===== src/rtl/core/erg_pkg.sv =====
package erg_pkg;

    // Width of every count field in a request and in the Euclid tables.
    localparam int FIELD_W = 7;

    typedef logic [FIELD_W-1:0] t_field;

    // Commands from the controller to the datapath.
    typedef struct packed {
        logic load;       // take a new request (also flags a rejected one)
        logic div_step;   // one restoring division step
        logic store;      // write quotient and remainder, go one level up
        logic walk_init;  // close the Euclid chain and seed the walk stack
        logic walk_step;  // one step of the tree walk
        logic flush;      // hand the held bit to the output as the last one
    } t_cmd;

    // Status from the datapath to the controller.
    typedef struct packed {
        logic req_bad;    // request on the input port must be rejected
        logic div_last;   // the current division step is the final one
        logic build_brk;  // the Euclid chain ends with this level
        logic walk_end;   // stack empty or emission cap reached
        logic pend_v;     // a bit is held and not yet delivered
        logic out_free;   // output register can take a result this cycle
    } t_sts;

endpackage


===== src/rtl/core/erg_if.sv =====
interface erg_req_if;
    import erg_pkg::*;

    logic   valid;
    logic   ready;
    t_field slot_cnt;
    t_field pulse_cnt;

    modport source (output valid, output slot_cnt, output pulse_cnt, input ready);
    modport sink   (input valid, input slot_cnt, input pulse_cnt, output ready);
endinterface

interface erg_res_if;
    logic valid;
    logic ready;
    logic bit_res;
    logic last;
    logic error;

    modport source (output valid, output bit_res, output last, output error, input ready);
    modport sink   (input valid, input bit_res, input last, input error, output ready);
endinterface


===== src/rtl/core/euclidean_rhythm_generator_core.sv =====
// Channel  | Dir | Payload                      | Per request
// ---------+-----+------------------------------+---------------------------------
// i_req    | in  | slot_cnt, pulse_cnt          | one request
// o_res    | out | bit_res, last, error         | one result per slot, or one error
//
// A request is taken in the idle state. Each Euclid level then runs one divider step
// per dividend bit on the shared restoring divider and one table write. The walk is
// then seeded and advances one step at a time (each pattern bit, push and pop) unless
// a stalled output holds it; the walk end is seen and the final bit is handed over.
// Reset is synchronous and active low; it clears the controller and the stack, level, divider and emission counters.
// A stalled output holds the walk only when a finished bit has nowhere to go.
module euclidean_rhythm_generator_core #(
    parameter int MAX_SLOTS  = 64,
    parameter int MAX_LEVELS = 16
) (
    input  logic      i_clk,
    input  logic      i_rst_n,
    erg_req_if.sink   i_req,
    erg_res_if.source o_res
);
    import erg_pkg::*;

    // Commands and status between the sequencer and the datapath.
    t_cmd cmd;
    t_sts sts;

    // The controller accepts a request only when idle. It runs the Euclid chain
    // level by level on the shared divider, then steps through the recursion that
    // builds the pattern until the stack empties or the slot cap is reached.
    erg_ctrl u_ctrl (
        .i_clk       (i_clk),
        .i_rst_n     (i_rst_n),
        .i_req_valid (i_req.valid),
        .i_sts       (sts),
        .o_req_ready (i_req.ready),
        .o_cmd       (cmd)
    );

    // The datapath holds the quotient and remainder tables, the walk stack with
    // its per-level child counters, and a one-bit holding stage. Each new bit
    // pushes the previously held one into the output register, so the final bit
    // can be marked as last once the walk is known to be over. A rejected
    // request places a single error result in the same holding stage.
    erg_dp #(
        .MAX_SLOTS  (MAX_SLOTS),
        .MAX_LEVELS (MAX_LEVELS)
    ) u_dp (
        .i_clk        (i_clk),
        .i_rst_n      (i_rst_n),
        .i_cmd        (cmd),
        .i_slot_cnt   (i_req.slot_cnt),
        .i_pulse_cnt  (i_req.pulse_cnt),
        .i_out_ready  (o_res.ready),
        .o_sts        (sts),
        .o_out_valid  (o_res.valid),
        .o_bit_res    (o_res.bit_res),
        .o_last       (o_res.last),
        .o_error      (o_res.error)
    );

endmodule


===== src/rtl/core/erg_ctrl.sv =====
module erg_ctrl (
    input  logic          i_clk,
    input  logic          i_rst_n,
    input  logic          i_req_valid,
    input  erg_pkg::t_sts i_sts,
    output logic          o_req_ready,
    output erg_pkg::t_cmd o_cmd
);
    import erg_pkg::*;

    typedef enum logic [2:0] {
        S_IDLE,
        S_DIV,
        S_STORE,
        S_WINIT,
        S_WALK,
        S_FLUSH
    } t_state;

    t_state r_state;
    t_state n_state;

    always_comb begin
        n_state     = r_state;
        o_cmd       = '0;
        o_req_ready = 1'b0;
        case (r_state)
            S_IDLE: begin
                o_req_ready = 1'b1;
                if (i_req_valid) begin
                    o_cmd.load = 1'b1;
                    n_state    = i_sts.req_bad ? S_FLUSH : S_DIV;
                end
            end
            S_DIV: begin
                o_cmd.div_step = 1'b1;
                if (i_sts.div_last) begin
                    n_state = S_STORE;
                end
            end
            S_STORE: begin
                o_cmd.store = 1'b1;
                n_state     = i_sts.build_brk ? S_WINIT : S_DIV;
            end
            S_WINIT: begin
                o_cmd.walk_init = 1'b1;
                n_state         = S_WALK;
            end
            S_WALK: begin
                if (i_sts.walk_end) begin
                    n_state = S_FLUSH;
                end else begin
                    o_cmd.walk_step = 1'b1;
                end
            end
            S_FLUSH: begin
                o_cmd.flush = 1'b1;
                if (!i_sts.pend_v || i_sts.out_free) begin
                    n_state = S_IDLE;
                end
            end
            default: begin
                n_state = S_IDLE;
            end
        endcase
    end

    always_ff @(posedge i_clk) begin
        if (!i_rst_n) begin
            r_state <= S_IDLE;
        end else begin
            r_state <= n_state;
        end
    end

endmodule


===== src/rtl/core/erg_dp.sv =====
module erg_dp #(
    parameter int MAX_SLOTS  = 64,
    parameter int MAX_LEVELS = 16
) (
    input  logic            i_clk,
    input  logic            i_rst_n,
    input  erg_pkg::t_cmd   i_cmd,
    input  erg_pkg::t_field i_slot_cnt,
    input  erg_pkg::t_field i_pulse_cnt,
    input  logic            i_out_ready,
    output erg_pkg::t_sts   o_sts,
    output logic            o_out_valid,
    output logic            o_bit_res,
    output logic            o_last,
    output logic            o_error
);
    import erg_pkg::*;

    localparam int LW  = $clog2(MAX_LEVELS);
    localparam int SPW = $clog2(MAX_LEVELS + 1);
    localparam int KW  = $clog2(MAX_SLOTS + 1);
    localparam int DW  = $clog2(FIELD_W);

    // Euclid tables and walk state
    t_field         r_cnt [MAX_LEVELS];
    t_field         r_rem [MAX_LEVELS];
    t_field         r_lc  [MAX_LEVELS];
    logic [LW-1:0]  r_stk [MAX_LEVELS];
    logic [SPW-1:0] r_sp;
    logic [KW-1:0]  r_k;
    logic [LW-1:0]  r_lv;

    // Divider
    t_field         r_rdiv;
    t_field         r_rr;
    t_field         r_dq;
    t_field         r_acc;
    logic [DW-1:0]  r_dcnt;

    // Held bit and output register
    logic           r_pend_v;
    logic           r_pend_bit;
    logic           r_pend_err;
    logic           r_out_v;
    logic           r_out_bit;
    logic           r_out_last;
    logic           r_out_err;

    logic             req_bad;
    t_field           diff;
    logic [FIELD_W:0] div_t;
    logic [FIELD_W:0] div_sub;
    logic             div_ge;
    logic [LW-1:0]    lv_p1;
    logic             out_free;

    logic [SPW-1:0]   sp_m1;
    logic [LW-1:0]    wlv;
    t_field           wc;
    t_field           wcnt;
    t_field           wrem;
    logic             take_a;
    logic             take_b;
    logic             do_emit;
    logic             do_push;
    logic             emit_bit;
    logic [LW-1:0]    child;
    logic             stall;
    logic             step_go;
    logic             out_load;
    logic             out_last;

    assign req_bad = (i_pulse_cnt == '0) || (i_pulse_cnt > (i_slot_cnt >> 1))
                     || (i_slot_cnt > FIELD_W'(MAX_SLOTS));
    assign diff    = i_slot_cnt - i_pulse_cnt;

    // One restoring division step: shift in the next dividend bit, try to subtract.
    assign div_t   = {r_acc, r_dq[FIELD_W-1]};
    assign div_ge  = div_t >= {1'b0, r_rr};
    assign div_sub = div_t - {1'b0, r_rr};
    assign lv_p1   = r_lv + 1'b1;

    assign out_free = !r_out_v || i_out_ready;

    // Node on top of the walk stack and its table entries.
    assign sp_m1  = r_sp - 1'b1;
    assign wlv    = r_stk[sp_m1[LW-1:0]];
    assign wc     = r_lc[wlv];
    assign wcnt   = r_cnt[wlv];
    assign wrem   = r_rem[wlv];
    assign take_a = wc < wcnt;
    assign take_b = !take_a && (wc == wcnt) && (wrem != '0);

    // Descending below level zero yields a rest, two below yields a pulse.
    assign do_emit  = (take_a && (wlv == '0))
                      || (take_b && ((wlv == '0) || (wlv == LW'(1))));
    assign do_push  = (take_a && (wlv != '0)) || (take_b && (wlv > LW'(1)));
    assign emit_bit = take_b && (wlv == '0);
    assign child    = take_a ? (wlv - LW'(1)) : (wlv - LW'(2));
    assign stall    = do_emit && r_pend_v && !out_free;
    assign step_go  = i_cmd.walk_step && !stall;

    assign out_load = (step_go && do_emit && r_pend_v)
                      || (i_cmd.flush && r_pend_v && out_free);
    assign out_last = i_cmd.flush;

    always_ff @(posedge i_clk) begin
        if (!i_rst_n) begin
            r_sp     <= '0;
            r_k      <= '0;
            r_lv     <= '0;
            r_rdiv   <= '0;
            r_dcnt   <= '0;
            r_pend_v <= 1'b0;
            r_out_v  <= 1'b0;
        end else begin
            if (out_load) begin
                r_out_v <= 1'b1;
            end else if (i_out_ready) begin
                r_out_v <= 1'b0;
            end

            if (i_cmd.load) begin
                r_k      <= '0;
                r_sp     <= '0;
                r_lv     <= '0;
                r_rdiv   <= diff;
                r_dq     <= diff;
                r_rr     <= i_pulse_cnt;
                r_acc    <= '0;
                r_dcnt   <= '0;
                r_rem[0] <= i_pulse_cnt;
                if (req_bad) begin
                    r_pend_v   <= 1'b1;
                    r_pend_bit <= 1'b0;
                    r_pend_err <= 1'b1;
                end
            end

            if (i_cmd.div_step) begin
                r_acc  <= div_ge ? div_sub[FIELD_W-1:0] : div_t[FIELD_W-1:0];
                r_dq   <= {r_dq[FIELD_W-2:0], div_ge};
                r_dcnt <= r_dcnt + 1'b1;
            end

            if (i_cmd.store) begin
                r_cnt[r_lv]  <= r_dq;
                r_rem[lv_p1] <= r_acc;
                r_rdiv       <= r_rr;
                r_dq         <= r_rr;
                r_rr         <= r_acc;
                r_acc        <= '0;
                r_dcnt       <= '0;
                r_lv         <= lv_p1;
            end

            if (i_cmd.walk_init) begin
                r_cnt[r_lv] <= r_rdiv;
                r_stk[0]    <= r_lv;
                r_lc[r_lv]  <= '0;
                r_sp        <= SPW'(1);
                r_k         <= '0;
            end

            if (step_go) begin
                if (take_a || take_b) begin
                    r_lc[wlv] <= wc + 1'b1;
                    if (do_emit) begin
                        r_pend_v   <= 1'b1;
                        r_pend_bit <= emit_bit;
                        r_pend_err <= 1'b0;
                        r_k        <= r_k + 1'b1;
                    end else if (do_push && (r_sp < SPW'(MAX_LEVELS))) begin
                        r_stk[r_sp[LW-1:0]] <= child;
                        r_lc[child]         <= '0;
                        r_sp                <= r_sp + 1'b1;
                    end
                end else begin
                    r_sp <= sp_m1;
                end
            end

            if (i_cmd.flush && r_pend_v && out_free) begin
                r_pend_v <= 1'b0;
            end
        end
    end

    always_ff @(posedge i_clk) begin
        if (out_load) begin
            r_out_bit  <= r_pend_bit;
            r_out_last <= out_last;
            r_out_err  <= r_pend_err;
        end
    end

    always_comb begin
        o_sts           = '0;
        o_sts.req_bad   = req_bad;
        o_sts.div_last  = (r_dcnt == DW'(FIELD_W - 1));
        o_sts.build_brk = (r_acc <= FIELD_W'(1)) || (r_lv >= LW'(MAX_LEVELS - 2));
        o_sts.walk_end  = (r_sp == '0) || (r_k == KW'(MAX_SLOTS));
        o_sts.pend_v    = r_pend_v;
        o_sts.out_free  = out_free;
    end

    assign o_out_valid = r_out_v;
    assign o_bit_res   = r_out_bit;
    assign o_last      = r_out_last;
    assign o_error     = r_out_err;

endmodule


===== src/flat_wrapper.sv =====
// flat-port wrapper written by rule: the top's interface ports become plain ports
module euclidean_rhythm_generator_core_flat import erg_pkg::*;
#(
    parameter int MAX_SLOTS  = 64,
    parameter int MAX_LEVELS = 16
)
  (i_clk, i_rst_n, i_req_valid, i_req_slot_cnt, i_req_pulse_cnt, i_req_ready, o_res_valid, o_res_bit_res, o_res_last, o_res_error, o_res_ready);
  erg_req_if i_req_i ();
  erg_res_if o_res_i ();
  input  logic i_clk;
  input  logic i_rst_n;
  input wire logic [$bits(i_req_i.valid)-1:0] i_req_valid;
  input wire logic [$bits(i_req_i.slot_cnt)-1:0] i_req_slot_cnt;
  input wire logic [$bits(i_req_i.pulse_cnt)-1:0] i_req_pulse_cnt;
  output wire logic [$bits(i_req_i.ready)-1:0] i_req_ready;
  output wire logic [$bits(o_res_i.valid)-1:0] o_res_valid;
  output wire logic [$bits(o_res_i.bit_res)-1:0] o_res_bit_res;
  output wire logic [$bits(o_res_i.last)-1:0] o_res_last;
  output wire logic [$bits(o_res_i.error)-1:0] o_res_error;
  input wire logic [$bits(o_res_i.ready)-1:0] o_res_ready;
  assign i_req_i.valid = i_req_valid;
  assign i_req_i.slot_cnt = i_req_slot_cnt;
  assign i_req_i.pulse_cnt = i_req_pulse_cnt;
  assign i_req_ready = i_req_i.ready;
  assign o_res_valid = o_res_i.valid;
  assign o_res_bit_res = o_res_i.bit_res;
  assign o_res_last = o_res_i.last;
  assign o_res_error = o_res_i.error;
  assign o_res_i.ready = o_res_ready;
  euclidean_rhythm_generator_core #(.MAX_SLOTS(MAX_SLOTS), .MAX_LEVELS(MAX_LEVELS)) u_core (.i_clk(i_clk), .i_rst_n(i_rst_n), .i_req(i_req_i), .o_res(o_res_i));
endmodule

===== config.mk =====
export PLATFORM = sky130hd
export DESIGN_NAME = euclidean_rhythm_generator_core_flat
export DESIGN_NICKNAME = d
export VERILOG_FILES = /design/src/rtl/core/erg_pkg.sv /design/src/rtl/core/erg_if.sv /design/src/rtl/core/euclidean_rhythm_generator_core.sv /design/src/rtl/core/erg_ctrl.sv /design/src/rtl/core/erg_dp.sv /design/src/flat_wrapper.sv
export SDC_FILE = /design/constraint.sdc
export NUM_CORES = 1
export LEC_CHECK = 0
export BUFFER_PORTS_ARGS = -buffer_cell sky130_fd_sc_hd__buf_2
export CORE_UTILIZATION = 33
export DETAILED_ROUTE_END_ITERATION = 8
export PLACE_DENSITY = 0.44
export SLEW_MARGIN = 10
export SYNTH_ARGS = -nofsm -noshare
export SYNTH_HDL_FRONTEND = slang
export SYNTH_SLANG_ARGS = --single-unit

===== constraint.sdc =====
create_clock -name i_clk -period 9.4 [get_ports i_clk]
set_clock_uncertainty 0.2 [all_clocks]
set_input_delay 1.41 -clock i_clk [delete_from_list [all_inputs] [get_ports i_clk]]
set_output_delay 1.41 -clock i_clk [all_outputs]
set_load 0.005 [all_outputs]

==> impl_results.md <==
- Mux contribution to synthesized area: 8.970%
- PostCTS Resize Cnt: 0
- DP HPWL: 40.83 mm
- Synth area leaders: edfxtp_1 (45%), dfxtp_1 (14%), mux2i_1 (6.4%)
- DRT Wirelength: 60.20 mm
- Top-count cell post-synth: edfxtp_1
- Vias in the first global route: 14380
- Post-synthesis sequential area ratio: 58.40%
- Total core area: 63080 um2
- Pre-CTS WS: 1.202 ns
- CTS root buf: clkbuf_16
- N_diodes: 0
- Setup Buffers After CTS: 0
- Upper clock frequency limit: about 120 MHz
- Global-route wire length before repair: roughly 90 mm
- Yosys cell types: 80
- CP max FO: 34
- # placed instances: 2650
- EDFF count, synth: ~310
- H-tree levels: 2
- Avg WL per Cell: 21.92 um
- Most frequent cell on the critical path: mux2i_1
- CTS Hold Bufs: 0
- Multi-input gate area: 8084 um2
- Final Hold Viols: 0
- Slowest Stage Delay on Critical Path: approximately 0.77 ns
- Synth-to-layout area growth: 12.70%
- Top cell type by total area after synthesis: edfxtp_1
- Total Routing Usage GR: approximately a fifth
- DRC: 0
- Clk slew on worst S/H paths: 0.06 ns
- Largest net degree at the start of global routing: 63
- Worst setup SP type: flip-flop
- Tightest Pin Transition: between 1 and 1.5 ns
- Fill count: 6232
- Synth Area in XOR/XNOR: 0.9035%
- I/O pins: 23
- FF/Latch Area: 12290 um2
- Slew headroom: between 20% and 30%
- Setup CP Type: flip-flop to flip-flop
- Tcrit/Tclk final: 88.01%
- Syn Nets: 1908
- Clock sinks: 457
- Largest family of logic cells by synthesized area: simple AND/OR/NAND/NOR gates
- Initial antenna violation count: 0
- CP Data Required Time: 9.43 ns
- Synth Instances: 1847
- Min-Delay Path Class: flip-flop to flip-flop
- Post-Syn Area: 21050 um2
- Ys async rst share: 0%
- Congestion Overflow GR: 0
- Placer Congestion: between 0.8 and 0.9
- TritonCTS clock tree: yes
- Final setup TNS: 0 ns
- Initial DRC Count: 1144
- Compound-Gate Fraction of Synth Area: 11.58%
- Chip height: between 200 and 300 um
- Tmin final: approximately 8.3 ns
- Worst path top cell family by delay: multiplexers
- Endpoints failing setup: 0
- Starting Density: 33.37%
- Row cnt: 92
- P_leak: 8.749 nW
- Vias per std cell: between 5 and 6
- Synth Area in Simple Gates: 14.06%
- Max Slew Vio Count: 0
- RSZ-0062 raised after global routing: false
- CTS buffer count: 52
- CP arrival: 8.30 ns
- Layout cells sized above 1: 11.42%
- Via Count: between 10000 and 15000
- Share of the synthesized area in the top cell type: 44.80%
- Critical path cell sequence: inv_1 > ha_1 > mux4_2 > mux2i_1 > mux2i_4 > inv_2 > mux2i_1 > mux2i_1 > mux2i_1 > ha_1 > a21o_1 > a21oi_1 > a211oi_1 > o31ai_1 > a211o_1 > a211oi_4 > and2_0 > nand3b_1 > nor3_1
- Die Area: roughly 65000 um2
- Sum of buffers and inverters on the critical path: 2
- Clock Latency Late Sink: 0.60 ns
- CTS Buffer Depth: 3
- Synthesis Warnings: 0
- Nets: 1919
- Drt pass-1 iters: 5
- Fin cells: around 2700
- Post-synth top cells: edfxtp_1 (314), nand2_1 (235), nor2_1 (169)
- Final antenna-violating net count: 0
- Pwr Total: 0.004722 W
- Status: finished, final reports clean
- Max cap viols: 0
- Slowest-stage cell, CP: mux2i_4
- Fin worst setup slack: 1.127 ns
- Adder-cell share of the synthesized area: 2.627%
- Worst VDD drop: 0.1397 mV
- Syn avg cell area: roughly 11 um2
- Die W: 254.6 um
- Port Buffers: 22
- Power per Cell Area: 199.0 nW/um2
- CP endpoint kind: flip-flop
- Synthesized flop and latch total: between 400 and 500
- Ys flop type: edfxtp_1
## sequential cells by signal, summed over array words and instances (netlist names), 4 cells and up
signal,cells
u_core.u_dp.r_sp,5
u_core.u_dp.r_stk,64
u_core.u_dp.r_cnt,112
u_core.u_dp.r_rem,112
u_core.u_dp.r_lc,112
u_core.u_dp.r_rr,7
u_core.u_dp.r_k,7
u_core.u_dp.r_dq,7
u_core.u_dp.r_lv,4
u_core.u_dp.r_acc,7
u_core.u_dp.r_rdiv,7
## worst register-to-register path, stage by stage, from the launching register on
cell	delay, ns
dfxtp_1	0.58
inv_1	0.11
ha_1	0.69
mux4_2	0.33
mux2i_1	0.13
mux2i_4	0.77
inv_2	0.68
mux2i_1	0.27
mux2i_1	0.43
mux2i_1	0.29
ha_1	0.38
a21o_1	0.12
a21oi_1	0.09
a211oi_1	0.42
o31ai_1	0.28
a211o_1	0.49
a211oi_4	0.43
and2_0	0.40
nand3b_1	0.20
nor3_1	0.59
## area by class of cell
type	count	share of cell area (%)
Clock buffer	67	6.150
Sequential cell	457	51.81
Multi-Input combinational cell	1237	34.08
Tap cell	846	4.462
Inverter	52	0.8228
Timing Repair Buffer	58	1.656
Clock inverter	29	1.018
## cells in the final DEF, fill, tap and decap left out, types with 19 or more instances in the layout
| cell type | netlist | routed |
|---|---|---|
| mux2i_1 | 135 | 133 |
| buf_2 | 30 | 22 |
| a31oi_1 | 25 | 25 |
| a21oi_1 | 107 | 107 |
| nor4_1 | 20 | 20 |
| o21ai_0 | 67 | 57 |
| nand3_1 | 70 | 70 |
| inv_1 | 48 | 46 |
| clkbuf_16 | 0 | 53 |
| nor2_1 | 169 | 169 |
| and3_1 | 29 | 29 |
| ha_1 | 41 | 41 |
| edfxtp_1 | 314 | 314 |
| nand4_1 | 19 | 19 |
| dfxtp_1 | 143 | 143 |
| nor3_1 | 41 | 40 |
| a22oi_1 | 20 | 20 |
| nand2_1 | 235 | 234 |
| o2bb2ai_1 | 25 | 25 |
| buf_4 | 7 | 35 |
## routing by layer
| metal | vias to the layer above | track usage, % | share of wire [%] | routed length [um] |
|---|---|---|---|---|
| met5 | - | 0 | 0 | 0 |
| met1 | 7257 | 26.35 | 46 | 27680 |
| met3 | 75 | 2.756 | 5.1 | 3088 |
| met4 | 0 | 5.098 | 2.3 | 1385 |
| li1 | 6864 | - | - | - |
| met2 | 391 | 30.16 | 47 | 28050 |
## kinds of logic after synthesis
logic type                 Yosys count
adders and majority gates           43
muxes                              166
AOI/OAI and AO/OA                  358
and+or+nand+nor                    650
xor gates and xnor gates            20
buffers and inverters              153
DFF                                457
## power by group
group / internal [W] / switching [W]
combinational: 0.000143 / 0.000344
clock: 0.00118 / 0.000834
sequential: 0.00220 / 0.0000247
total: 0.00352 / 0.00120
## final timing paths
| check | from | endpoint | slack (ns) | cells after the start |
|---|---|---|---|---|
| setup / recovery | u_core.u_dp.r_sp[1]$_SDFF_PN0_ | u_core.u_dp.r_stk[4][0]$_DFFE_PP_ | 1.13 | 19 |
| hold reg to reg | u_core.u_dp.r_lc[8][5]$_SDFFE_PP0P_ | u_core.u_dp.r_lc[8][5]$_SDFFE_PP0P_ | 0.25 | 2 |
| hold / removal | u_core.u_dp.r_lc[8][5]$_SDFFE_PP0P_ | u_core.u_dp.r_lc[8][5]$_SDFFE_PP0P_ | 0.25 | 2 |
| setup reg to reg | u_core.u_dp.r_sp[1]$_SDFF_PN0_ | u_core.u_dp.r_stk[4][0]$_DFFE_PP_ | 1.13 | 19 |
## per-stage QoR
stage / hold slack, ns / util, % / cell area [um2]
final: 0.2550 / 37.61 / 23720
after global routing: 0.2689 / 37.61 / 23720
after CTS: 0.2515 / 37.61 / 23720
after detailed placement: 0.2424 / 34.91 / 22020
after global placement: 0.2316 / 34.91 / 22020
after floorplan: 0.2228 / - / 21050
(Power assumes the default switching activity.)
